===== src/sv/deq_pkg.sv =====
package deq_pkg;

   // operation codes
   localparam logic [2:0] KIND_PUSH_FRONT = 3'd0;
   localparam logic [2:0] KIND_PUSH_REAR  = 3'd1;
   localparam logic [2:0] KIND_POP_FRONT  = 3'd2;
   localparam logic [2:0] KIND_POP_REAR   = 3'd3;
   localparam logic [2:0] KIND_PEEK_FRONT = 3'd4;
   localparam logic [2:0] KIND_PEEK_REAR  = 3'd5;

   // result status codes
   localparam logic [1:0] STATUS_OK    = 2'd0;
   localparam logic [1:0] STATUS_EMPTY = 2'd1;
   localparam logic [1:0] STATUS_FULL  = 2'd2;

   // one customer record, arrival in the low bits
   typedef struct packed {
      logic [15:0] end_time;
      logic [15:0] start_time;
      logic [15:0] service_time;
      logic [15:0] arrival_time;
   } record_type;

   // per-cycle command broadcast to every cell
   typedef struct packed {
      logic shift_a_up;
      logic shift_a_down;
      logic shift_b_up;
      logic shift_b_down;
      logic write_a_tail;
      logic write_b_tail;
   } cell_ctrl_type;

endpackage


===== src/sv/deq_cell.sv =====
module deq_cell #(
   parameter int unsigned INDEX = 0,
   parameter int unsigned CNT_W = 5
) (
   input  logic                   clock,
   input  deq_pkg::cell_ctrl_type ctrl,
   input  logic [CNT_W-1:0]       count,
   input  deq_pkg::record_type    rec,
   input  deq_pkg::record_type    a_left,
   input  deq_pkg::record_type    a_right,
   input  deq_pkg::record_type    b_left,
   input  deq_pkg::record_type    b_right,
   output deq_pkg::record_type    a_out,
   output deq_pkg::record_type    b_out
);

   deq_pkg::record_type a_data_ff, a_data_in;
   deq_pkg::record_type b_data_ff, b_data_in;
   logic                tail;

   // this cell is the first free slot of both chains
   assign tail = (count == CNT_W'(INDEX));

   // front-ordered chain
   always_comb begin
      a_data_in = a_data_ff;
      if (ctrl.shift_a_up) begin
         a_data_in = a_left;
      end else if (ctrl.shift_a_down) begin
         a_data_in = a_right;
      end else if (ctrl.write_a_tail && tail) begin
         a_data_in = rec;
      end
   end

   // rear-ordered chain
   always_comb begin
      b_data_in = b_data_ff;
      if (ctrl.shift_b_up) begin
         b_data_in = b_left;
      end else if (ctrl.shift_b_down) begin
         b_data_in = b_right;
      end else if (ctrl.write_b_tail && tail) begin
         b_data_in = rec;
      end
   end

   always_ff @(posedge clock) begin
      a_data_ff <= a_data_in;
      b_data_ff <= b_data_in;
   end

   assign a_out = a_data_ff;
   assign b_out = b_data_ff;

endmodule


===== src/sv/double_ended_queue_core.sv =====
// result: strobes in the cycle after its transfer is taken
// throughput: one operation every cycle, busy never rises; a push or pop that
// succeeds shifts or writes the cell row, other operations leave it alone
// reset: synchronous, clears the count and the result strobe; cell contents
// are left as they are and are never read before being written
module double_ended_queue_core #(
   parameter int unsigned DEPTH = 16
) (
   input  logic                         clock,
   input  logic                         reset,
   input  logic                         start,
   output logic                         busy,
   input  logic [2:0]                   req_kind,
   input  logic [15:0]                  req_arrival_time,
   input  logic [15:0]                  req_service_time,
   input  logic [15:0]                  req_start_time,
   input  logic [15:0]                  req_end_time,
   output logic                         rsp_valid,
   output logic [1:0]                   rsp_status,
   output logic [15:0]                  rsp_out_arrival,
   output logic [15:0]                  rsp_out_service,
   output logic [15:0]                  rsp_out_start,
   output logic [15:0]                  rsp_out_end,
   output logic [$clog2(DEPTH+1)-1:0]   rsp_occupancy,
   output logic                         rsp_is_empty
);

   localparam int unsigned CNT_W = $clog2(DEPTH + 1);

   deq_pkg::record_type    rec;
   deq_pkg::record_type    a_q [DEPTH];
   deq_pkg::record_type    b_q [DEPTH];
   deq_pkg::cell_ctrl_type ctrl;
   deq_pkg::record_type    got;
   logic [1:0]             status;
   logic                   accept;
   logic                   full;
   logic                   empty;

   logic [CNT_W-1:0]       count_ff, count_in;
   logic                   rsp_valid_ff;
   logic [1:0]             rsp_status_ff;
   deq_pkg::record_type    rsp_rec_ff;
   logic [CNT_W-1:0]       rsp_occupancy_ff;
   logic                   rsp_is_empty_ff;

   assign busy   = 1'b0;
   assign accept = start && !busy;
   assign full   = (count_ff == CNT_W'(DEPTH));
   assign empty  = (count_ff == '0);

   assign rec.arrival_time = req_arrival_time;
   assign rec.service_time = req_service_time;
   assign rec.start_time   = req_start_time;
   assign rec.end_time     = req_end_time;

   // operation decode: front record sits in a_q[0], rear record in b_q[0]
   always_comb begin
      ctrl     = '0;
      got      = '0;
      status   = deq_pkg::STATUS_OK;
      count_in = count_ff;
      if (accept) begin
         unique case (req_kind)
            deq_pkg::KIND_PUSH_FRONT: begin
               if (full) begin
                  status = deq_pkg::STATUS_FULL;
               end else begin
                  ctrl.shift_a_up   = 1'b1;
                  ctrl.write_b_tail = 1'b1;
                  count_in          = count_ff + CNT_W'(1);
               end
            end
            deq_pkg::KIND_PUSH_REAR: begin
               if (full) begin
                  status = deq_pkg::STATUS_FULL;
               end else begin
                  ctrl.shift_b_up   = 1'b1;
                  ctrl.write_a_tail = 1'b1;
                  count_in          = count_ff + CNT_W'(1);
               end
            end
            deq_pkg::KIND_POP_FRONT: begin
               if (empty) begin
                  status = deq_pkg::STATUS_EMPTY;
               end else begin
                  got               = a_q[0];
                  ctrl.shift_a_down = 1'b1;
                  count_in          = count_ff - CNT_W'(1);
               end
            end
            deq_pkg::KIND_POP_REAR: begin
               if (empty) begin
                  status = deq_pkg::STATUS_EMPTY;
               end else begin
                  got               = b_q[0];
                  ctrl.shift_b_down = 1'b1;
                  count_in          = count_ff - CNT_W'(1);
               end
            end
            deq_pkg::KIND_PEEK_FRONT: begin
               if (empty) begin
                  status = deq_pkg::STATUS_EMPTY;
               end else begin
                  got = a_q[0];
               end
            end
            deq_pkg::KIND_PEEK_REAR: begin
               if (empty) begin
                  status = deq_pkg::STATUS_EMPTY;
               end else begin
                  got = b_q[0];
               end
            end
            default: begin
            end
         endcase
      end
   end

   // row of cells, each wired to its two neighbors
   for (genvar i = 0; i < DEPTH; i++) begin : g_cell
      deq_pkg::record_type a_left, a_right, b_left, b_right;

      if (i == 0) begin : g_first
         assign a_left = rec;
         assign b_left = rec;
      end else begin : g_inner_left
         assign a_left = a_q[i-1];
         assign b_left = b_q[i-1];
      end

      if (i == DEPTH - 1) begin : g_last
         assign a_right = a_q[i];
         assign b_right = b_q[i];
      end else begin : g_inner_right
         assign a_right = a_q[i+1];
         assign b_right = b_q[i+1];
      end

      deq_cell #(
         .INDEX (i),
         .CNT_W (CNT_W)
      ) u_cell (
         .clock   (clock),
         .ctrl    (ctrl),
         .count   (count_ff),
         .rec     (rec),
         .a_left  (a_left),
         .a_right (a_right),
         .b_left  (b_left),
         .b_right (b_right),
         .a_out   (a_q[i]),
         .b_out   (b_q[i])
      );
   end

   // control state
   always_ff @(posedge clock) begin
      if (reset) begin
         count_ff     <= '0;
         rsp_valid_ff <= 1'b0;
      end else begin
         count_ff     <= count_in;
         rsp_valid_ff <= accept;
      end
   end

   // result register
   always_ff @(posedge clock) begin
      if (accept) begin
         rsp_status_ff    <= status;
         rsp_rec_ff       <= got;
         rsp_occupancy_ff <= count_in;
         rsp_is_empty_ff  <= (count_in == '0);
      end
   end

   assign rsp_valid       = rsp_valid_ff;
   assign rsp_status      = rsp_status_ff;
   assign rsp_out_arrival = rsp_rec_ff.arrival_time;
   assign rsp_out_service = rsp_rec_ff.service_time;
   assign rsp_out_start   = rsp_rec_ff.start_time;
   assign rsp_out_end     = rsp_rec_ff.end_time;
   assign rsp_occupancy   = rsp_occupancy_ff;
   assign rsp_is_empty    = rsp_is_empty_ff;

endmodule


===== config.mk =====
export PLATFORM = sky130hd
export DESIGN_NAME = double_ended_queue_core
export DESIGN_NICKNAME = d
export VERILOG_FILES = /design/src/sv/deq_pkg.sv /design/src/sv/deq_cell.sv /design/src/sv/double_ended_queue_core.sv
export SDC_FILE = /design/constraint.sdc
export NUM_CORES = 2
export LEC_CHECK = 0
export BUFFER_PORTS_ARGS = -buffer_cell sky130_fd_sc_hd__buf_2
export CAP_MARGIN = 20
export CORE_MARGIN = 3
export CORE_UTILIZATION = 45
export CTS_CLUSTER_DIAMETER = 100
export DETAILED_ROUTE_END_ITERATION = 7
export PLACE_DENSITY = 0.72
export SKIP_CTS_REPAIR_TIMING = 1
export SLEW_MARGIN = 20
export SYNTH_ARGS = -nofsm -noshare
export SYNTH_HDL_FRONTEND = slang
export SYNTH_SLANG_ARGS = --single-unit

===== constraint.sdc =====
create_clock -name clock -period 9.6 [get_ports clock]
set_input_delay 1.92 -clock clock [delete_from_list [all_inputs] [get_ports clock]]
set_output_delay 1.92 -clock clock [all_outputs]
set_load 0.03 [all_outputs]

Word-level counts from Yosys, hierarchy flattened
Index checks and enable logic that the tools add are counted.
W data, S select, Z words.
{ "word_totals": {"register_bits": 2126, "output_inout_bits": 74, "word_cells": 349} }
{ "op_classes": {"add_sub_neg": 2, "n_eq_ne": 23, "muxes": 113, "reduce_logical": 74} }
{ "ops": {"columns": ["cell", "n"], "rows": [
  ["$mux W64", 98],
  ["$pmux W64 S2", 1],
  ["$reduce_bool A3 Y1", 30],
  ["$eq A5 B4 Y1 const B", 8],
  ["$logic_and A1 B1 Y1", 32],
  ["$eq A5 B3 Y1 const B", 4],
  ["$mux W5", 3],
  ["$eq A5 B2 Y1 const B", 2],
  ["$logic_not A5 Y1", 2],
  ["$pmux W5 S2", 1],
  ["$reduce_or A2 Y1", 4],
  ["$mux W1", 7],
  ["$eq A3 B2 Y1 const B", 2],
  ["$eq A3 B3 Y1 const B", 2],
  ["$mux W6", 1],
  ["$add A5 B1 Y5 const B", 1],
  ["$eq A5 B1 Y1 const B", 1],
  ["$eq A5 B5 Y1 const B", 1],
  ["$sub A5 B1 Y5 const B", 1],
  ["$ne A2 B1 Y1 const B", 2],
  ["$pmux W2 S2", 1],
  ["$reduce_and A2 Y1", 2],
  ["$reduce_bool A2 Y1", 2],
  ["$reduce_or A4 Y1", 1],
  ["other kinds (3)", 3]
]} }

Logic depth before layout (Yosys ltp)
{ "logic_depth": {"word_depth": 8, "ltp_mapped": 11} }

Modules after synthesis
From an unflattened synthesis, not the netlist that was laid out.
{ "unflattened": {"cells_unflattened": 9244, "area_unflattened_um2": 109009.5} }
{ "modules_own_cells": {"columns": ["mod", "n_inst", "cells_each", "area_per_inst_um2", "seq_area_each_um2"], "rows": [
  ["deq_cell at g_cell[11].u_cell ...", 4, 561, 6592.6, 3843.7],
  ["deq_cell at g_cell[10].u_cell ...", 4, 558, 6587.6, 3843.7],
  ["deq_cell at g_cell[1].u_cell ...", 4, 558, 6586.3, 3843.7],
  ["deq_cell at g_cell[12].u_cell", 1, 560, 6596.3, 3843.7],
  ["deq_cell at g_cell[3].u_cell", 1, 558, 6591.3, 3843.7],
  ["deq_cell at g_cell[15].u_cell", 1, 561, 6590.1, 3843.7],
  ["deq_cell at g_cell[0].u_cell", 1, 558, 6583.8, 3843.7],
  ["double_ended_queue_core", 1, 299, 3582.2, 2282.2]
]} }

Worst setup path after synthesis
Ideal clock, no wire load.
{ "synth_path": {"kind": "input to register", "start": "input req_kind[2]", "end": "register g_cell[6].u_cell.b_data_ff (netlist bit g_cell[6].u_cell.b_out[0]) (enable)", "setup_time_ns": 0.574, "t_arrival_ns": 7.855, "t_required_ns": 9.026, "setup_slack_ns": 1.171, "path_stages": 7, "path_cell_list": "nor2_1 -> and3_1 -> buf_2 -> clkbuf_1 -> buf_2 -> nand2_1 -> o21ai_0"} }
{ "synth_via": {"elab_chain_len": 5, "elab_cells_between_ends": 9} }
{ "synth_lines": {"columns": ["item", "line", "rtl"], "rows": [
  ["start: declaration", "double_ended_queue_core.sv:13", "input logic [2:0] req_kind,"],
  ["$logic_not A3 Y1", "double_ended_queue_core.sv:64", "unique case (req_kind)"],
  ["$mux W1", "double_ended_queue_core.sv:64", null],
  ["$mux W6 *", "double_ended_queue_core.sv:63", "if (accept) begin"],
  ["$logic_and A1 B1 Y1", "deq_cell.sv:43", "end else if (ctrl.write_b_tail && tail) begin"],
  ["$reduce_bool A3 Y1 (no line) *", null, null],
  ["end signal: assignment", "deq_cell.sv:50", "b_data_ff <= b_data_in;"],
  ["end: declaration", "deq_cell.sv:18", "deq_pkg::record_type b_data_ff, b_data_in;"]
]} }
Mark *: on every way between the ends. The rest lies on a longest branch, timed or not.
A chain may end at the register's enable or synchronous reset.

Worst setup path in the final report
{ "layout_path": {"start": "input start", "end": "register g_cell[8].u_cell.b_data_ff (netlist bit g_cell[8].u_cell.b_out[37]) (enable)"} }
{ "layout_via": {"elab_chain_len": 3} }
{ "layout_lines": {"columns": ["item", "line", "rtl"], "rows": [
  ["start: declaration", "double_ended_queue_core.sv:11", "input logic start,"],
  ["$mux W6 *", "double_ended_queue_core.sv:63", null],
  ["$logic_and A1 B1 Y1", "deq_cell.sv:43", null],
  ["$reduce_bool A3 Y1 (no line) *", null, null],
  ["end signal: assignment", "deq_cell.sv:50", null],
  ["end: declaration", "deq_cell.sv:18", null]
]} }
Marked as above.

==> results.md <==
- The HPWL after detailed placement is between 100000 and 150000 um.
- The initial utilization of the core area, before any placement, comes to 45.36%.
- The wire length after detailed routing is 241900 um.
- Global routing consumed, over all layers together, 22.53% of the routing resources.
- Clock skew on the completed layout was measured at 0.04019 ns.
- The worst slew margin relative to its limit is 13.69%.
- In this run the worst setup path begins at start.
- The share of flip-flops with an asynchronous set or reset is 0%.
- The peak clock frequency supported by timing is 184.4 MHz.
- The family of cells with the greatest summed delay on the critical path is buffers and inverters.
- The share of post-route cells with drive strength above 1 is between 10% and 20%.
- The final count of negative-setup-slack endpoints is 0.
- The die covers 207300 um^2.
- The standard cell core area is 200300 um^2.
- Of the post-synthesis cell area, the dominant cell type holds 70.08%.
- The wire length of the first global-routing pass is 357500 um.
- The vertical die dimension is 455.3 um.
- After clock tree synthesis, the clock-pin slew on the worst setup and hold paths is 0.06 ns.
- In this run the tool buffered the top-level ports with 142 buffer cells.
- By area the synthesized netlist is led by edfxtp_1, a221o_1, nand2_1.
- The average size of a mapped cell is 15.69 um^2.
- The most repeated library cell on the critical path is buf_4.
- The number of nets handed over by synthesis was 5865.
- STA classifies the critical path startpoint as an input pin.
- The number of violations reported at the end of detailed-routing iteration 0 is approximately 9600.
- The initial antenna violation count is 8.
- After layout, the worst path uses 56.48% of the clock period.
- In this run the core area contains 164 standard-cell rows.
- The kind of end point of the critical path is a flip-flop.
- Setup repair after global routing left no endpoint under its margin.
- The signal on the critical path passes through buf_4, nand2b_1, nor2_1, and3_4, buf_4, nor2_2, buf_4, o21ai_4, buf_4.
- The clock network power share is between 30% and 40%.
- The setup path with the least slack is of type input pin to flip-flop.
- The first-pass detailed-route iteration total is 7.
- The deepest clock path buffer count is 3.
- In this run the worst hold path is classified as flip-flop to flip-flop.
- The placed instance area is just over 90000 um^2.
- The number of fill cells in the layout is around 16000.
- The slew at the pin closest to its max-slew limit is 1.295 ns.
- Per report_power, the sequential group accounts for a little over half of the total.
- The worst endpoint required time is 10.06 ns.
- The sequential share of the synthesized area is 70.21%.
- Net switching is 23.00% of the power.
- In this run the critical register-to-register path is launched from count_ff[0]$_SDFF_PP0_.
- The worst vdd rail ir drop is 0.0002203 V.
- The count of pins on the block boundary is 144.
- The pin count of the biggest net entering global routing is 273.
- The buffer and inverter count on the worst path is 4.
- During synthesis, Yosys emitted a total of 0 warnings.
- The largest fanout on the critical path is 96.
- The data arrival time of the worst path is 5.88 ns.
- The number of instances in the synthesized netlist is ~5800.
- The post-synthesis cell area is 90840 um^2.
- Max-cap violations in this run came to 0.
- The count of unique library cells instantiated by Yosys is 46.
- Across all register-to-register paths, the minimum setup slack is 4.89 ns.
- The setup TNS is 0 ns.
- The overflow left after global routing is 0.
- The layout net count is 5612.
- The switching power total is 4.656 mW.
- Per report_power, the combinational group accounts for under 10% of the total.
- At the later pin of the worst-skew pair, clock insertion delay measures roughly 0.86 ns.
- The count of unresolved DRC violations after routing is 0.
- The flip-flop and latch count after synthesis is 2126.
- The most numerous cell in the Yosys netlist is edfxtp_1.
- The number of levels in the clock H-tree is 4.
- The summed area of non-filler cells in the final layout is 99170 um^2.
- The number of placed cells counting well taps is approximately 8000.
- The tree built by TritonCTS fans out to 2126 sinks.
- In this run the most critical hold path is launched from g_cell[1].u_cell.b_out[14]$_DFFE_PP_.
- The global placement routability congestion is roughly 0.82.
- The area overhead of the layout relative to synthesis is 9.169%.
- Among all flip-flop cells after synthesis, the most frequent one is edfxtp_1.
- The max-slew violation count came to 0.
- The root buffer cell is clkbuf_16.
- The final-report hold violation count came to 0.
- The count of non-filler cells in the finished layout is around 8400.
- The run finished with clean final reports.
- The floorplan step set the die width to 455.3 um.
- The cell type of the slowest stage on the worst timing path is buf_4.
- Using the TritonRoute via totals, the vias-per-cell ratio works out to 6.938.
- The count of flip-flops with a built-in enable after synthesis is 2120.
- In this run the static leakage power is approximately 33 nW.
- TritonCTS built the clock tree.
- The largest area contributor in the synthesized netlist is edfxtp_1.
- The via count of the first global-routing pass came to 54578.
- The power per standard cell area is approximately 200 nW/um^2.
- On the worst path, the slowest cell contributes a delay of a little over 0.8 ns.
- The internal portion of the total power is 15.59 mW.
- In the final routed layout, each cell accounts on average for 28.91 um.
- Once detail routing completed, the nets flagged for antenna violations numbered 0.
- Subtracting the final worst setup slack from the clock period gives ~5.4 ns.
- Power comes to 20.24 mW.
- The final route contains 58053 vias.
- By count the netlist is led by edfxtp_1, a221o_1, nand2_1.
- In this run, CTS created clock tree buffers numbering between 200 and 250.
[path summary, 6_finish.rpt]
| path | end | cells after the start |
|---|---|---|
| setup / recovery | g_cell[8].u_cell.b_out[37]$_DFFE_PP_ | 9 |
| hold / removal | g_cell[0].u_cell.b_out[14]$_DFFE_PP_ | 2 |
| setup reg to reg | g_cell[8].u_cell.b_out[37]$_DFFE_PP_ | 9 |
| hold reg to reg | g_cell[0].u_cell.b_out[14]$_DFFE_PP_ | 2 |
[worst reg2reg max path: stages (launching register included)]
cell and delay (ns):
dfxtp_1 0.43, inv_1 0.14, ha_1 0.31, nand4bb_1 0.42
and3_4 0.63, buf_4 0.83, nor2_2 0.13, buf_4 0.31
o21ai_4 0.37, buf_4 0.67
[cell usage in the layout (no fill, tap or decap), drive strengths merged, types with 2 or more instances in the layout]
master / n
a221o: 1778
xnor2: 2
nand2: 797
and3: 67
o22ai: 2
and2: 66
nand3: 11
clkinvlp: 6
ha: 6
a21oi: 17
clkinv: 94
diode: 6
dfxtp: 6
and4: 2
o21ai: 44
nor2b: 10
a22oi: 64
bufinv: 17
nor2: 75
a21o: 2
clkbuf: 250
edfxtp: 2120
nand2b: 2
inv: 14
buf: 238
[final cells by class]
class / instances / area (um^2) / share of cell area (%)
multi-input cells: 2960 / 23690 / 23.89
clock buffers: 249 / 5325 / 5.370
well taps: 2656 / 3323 / 3.351
diodes: 6 / 15.01 / 0.01514
clock inverters: 125 / 1241 / 1.252
inverters: 6 / 22.52 / 0.02271
flip-flops and latches: 2126 / 63780 / 64.32
repair buffers: 239 / 1769 / 1.784
[flip-flops by register name (all words and copies together) (netlist names)]
| register | count |
|---|---|
| rsp_valid | 1 |
| count_ff | 5 |
| rsp_occupancy | 5 |
| rsp_is_empty | 1 |
| rsp_out_service | 16 |
| rsp_out_start | 16 |
| g_cell.u_cell.a_out | 1024 |
| rsp_out_arrival | 16 |
| rsp_out_end | 16 |
| rsp_status | 2 |
| g_cell.u_cell.b_out | 1024 |
[routing by layer]
| metal | vias up | GRT usage [%] | share of wire, % |
|---|---|---|---|
| li1 | 24210 | - | - |
| met1 | 29571 | 32.37 | 40 |
| met2 | 3822 | 34.54 | 46 |
| met3 | 446 | 3.895 | 9.9 |
| met4 | 4 | 8.238 | 3.6 |
| met5 | - | 0 | 0.0066 |
[cell families (layout without fill, tap and decap cells)]
| kind of cell | count (synthesis) | count (layout) | synth area share, % |
|---|---|---|---|
| AND/OR/NAND/NOR | 1038 | 1038 | 4.950 |
| AO/OA/AOI/OAI | 1912 | 1912 | 20.54 |
| XOR/XNOR | 3 | 3 | 0.02893 |
| other | 1 | 7 | 0.004128 |
| adder cells (fa/ha/maj) | 6 | 6 | 0.08264 |
| buffers and inverters | 703 | 619 | 4.183 |
| flip-flops | 2126 | 2126 | 70.21 |
[metrics by stage]
step	hold WS, ns	setup slack, ns	utilization [%]
floorplan	0.5101	1.171	-
CTS	0.5056	4.140	49.42
detailed placement	0.5251	3.227	46.14
global placement	0.5218	3.291	46.14
finish	0.5188	4.178	49.52
global route	0.5412	4.045	49.51
[power groups by stage]
stage                     registers (mW)  clock network, mW  logic, mW
after floorplan                     11.0                  0      0.972
after global placement              11.0                  0       1.36
after detailed placement            11.0                  0       1.41
after CTS                           10.8               8.12       1.42
after global routing                10.8               8.49       1.53
final                               10.8               8.01       1.44
(Power assumes the default switching activity.)
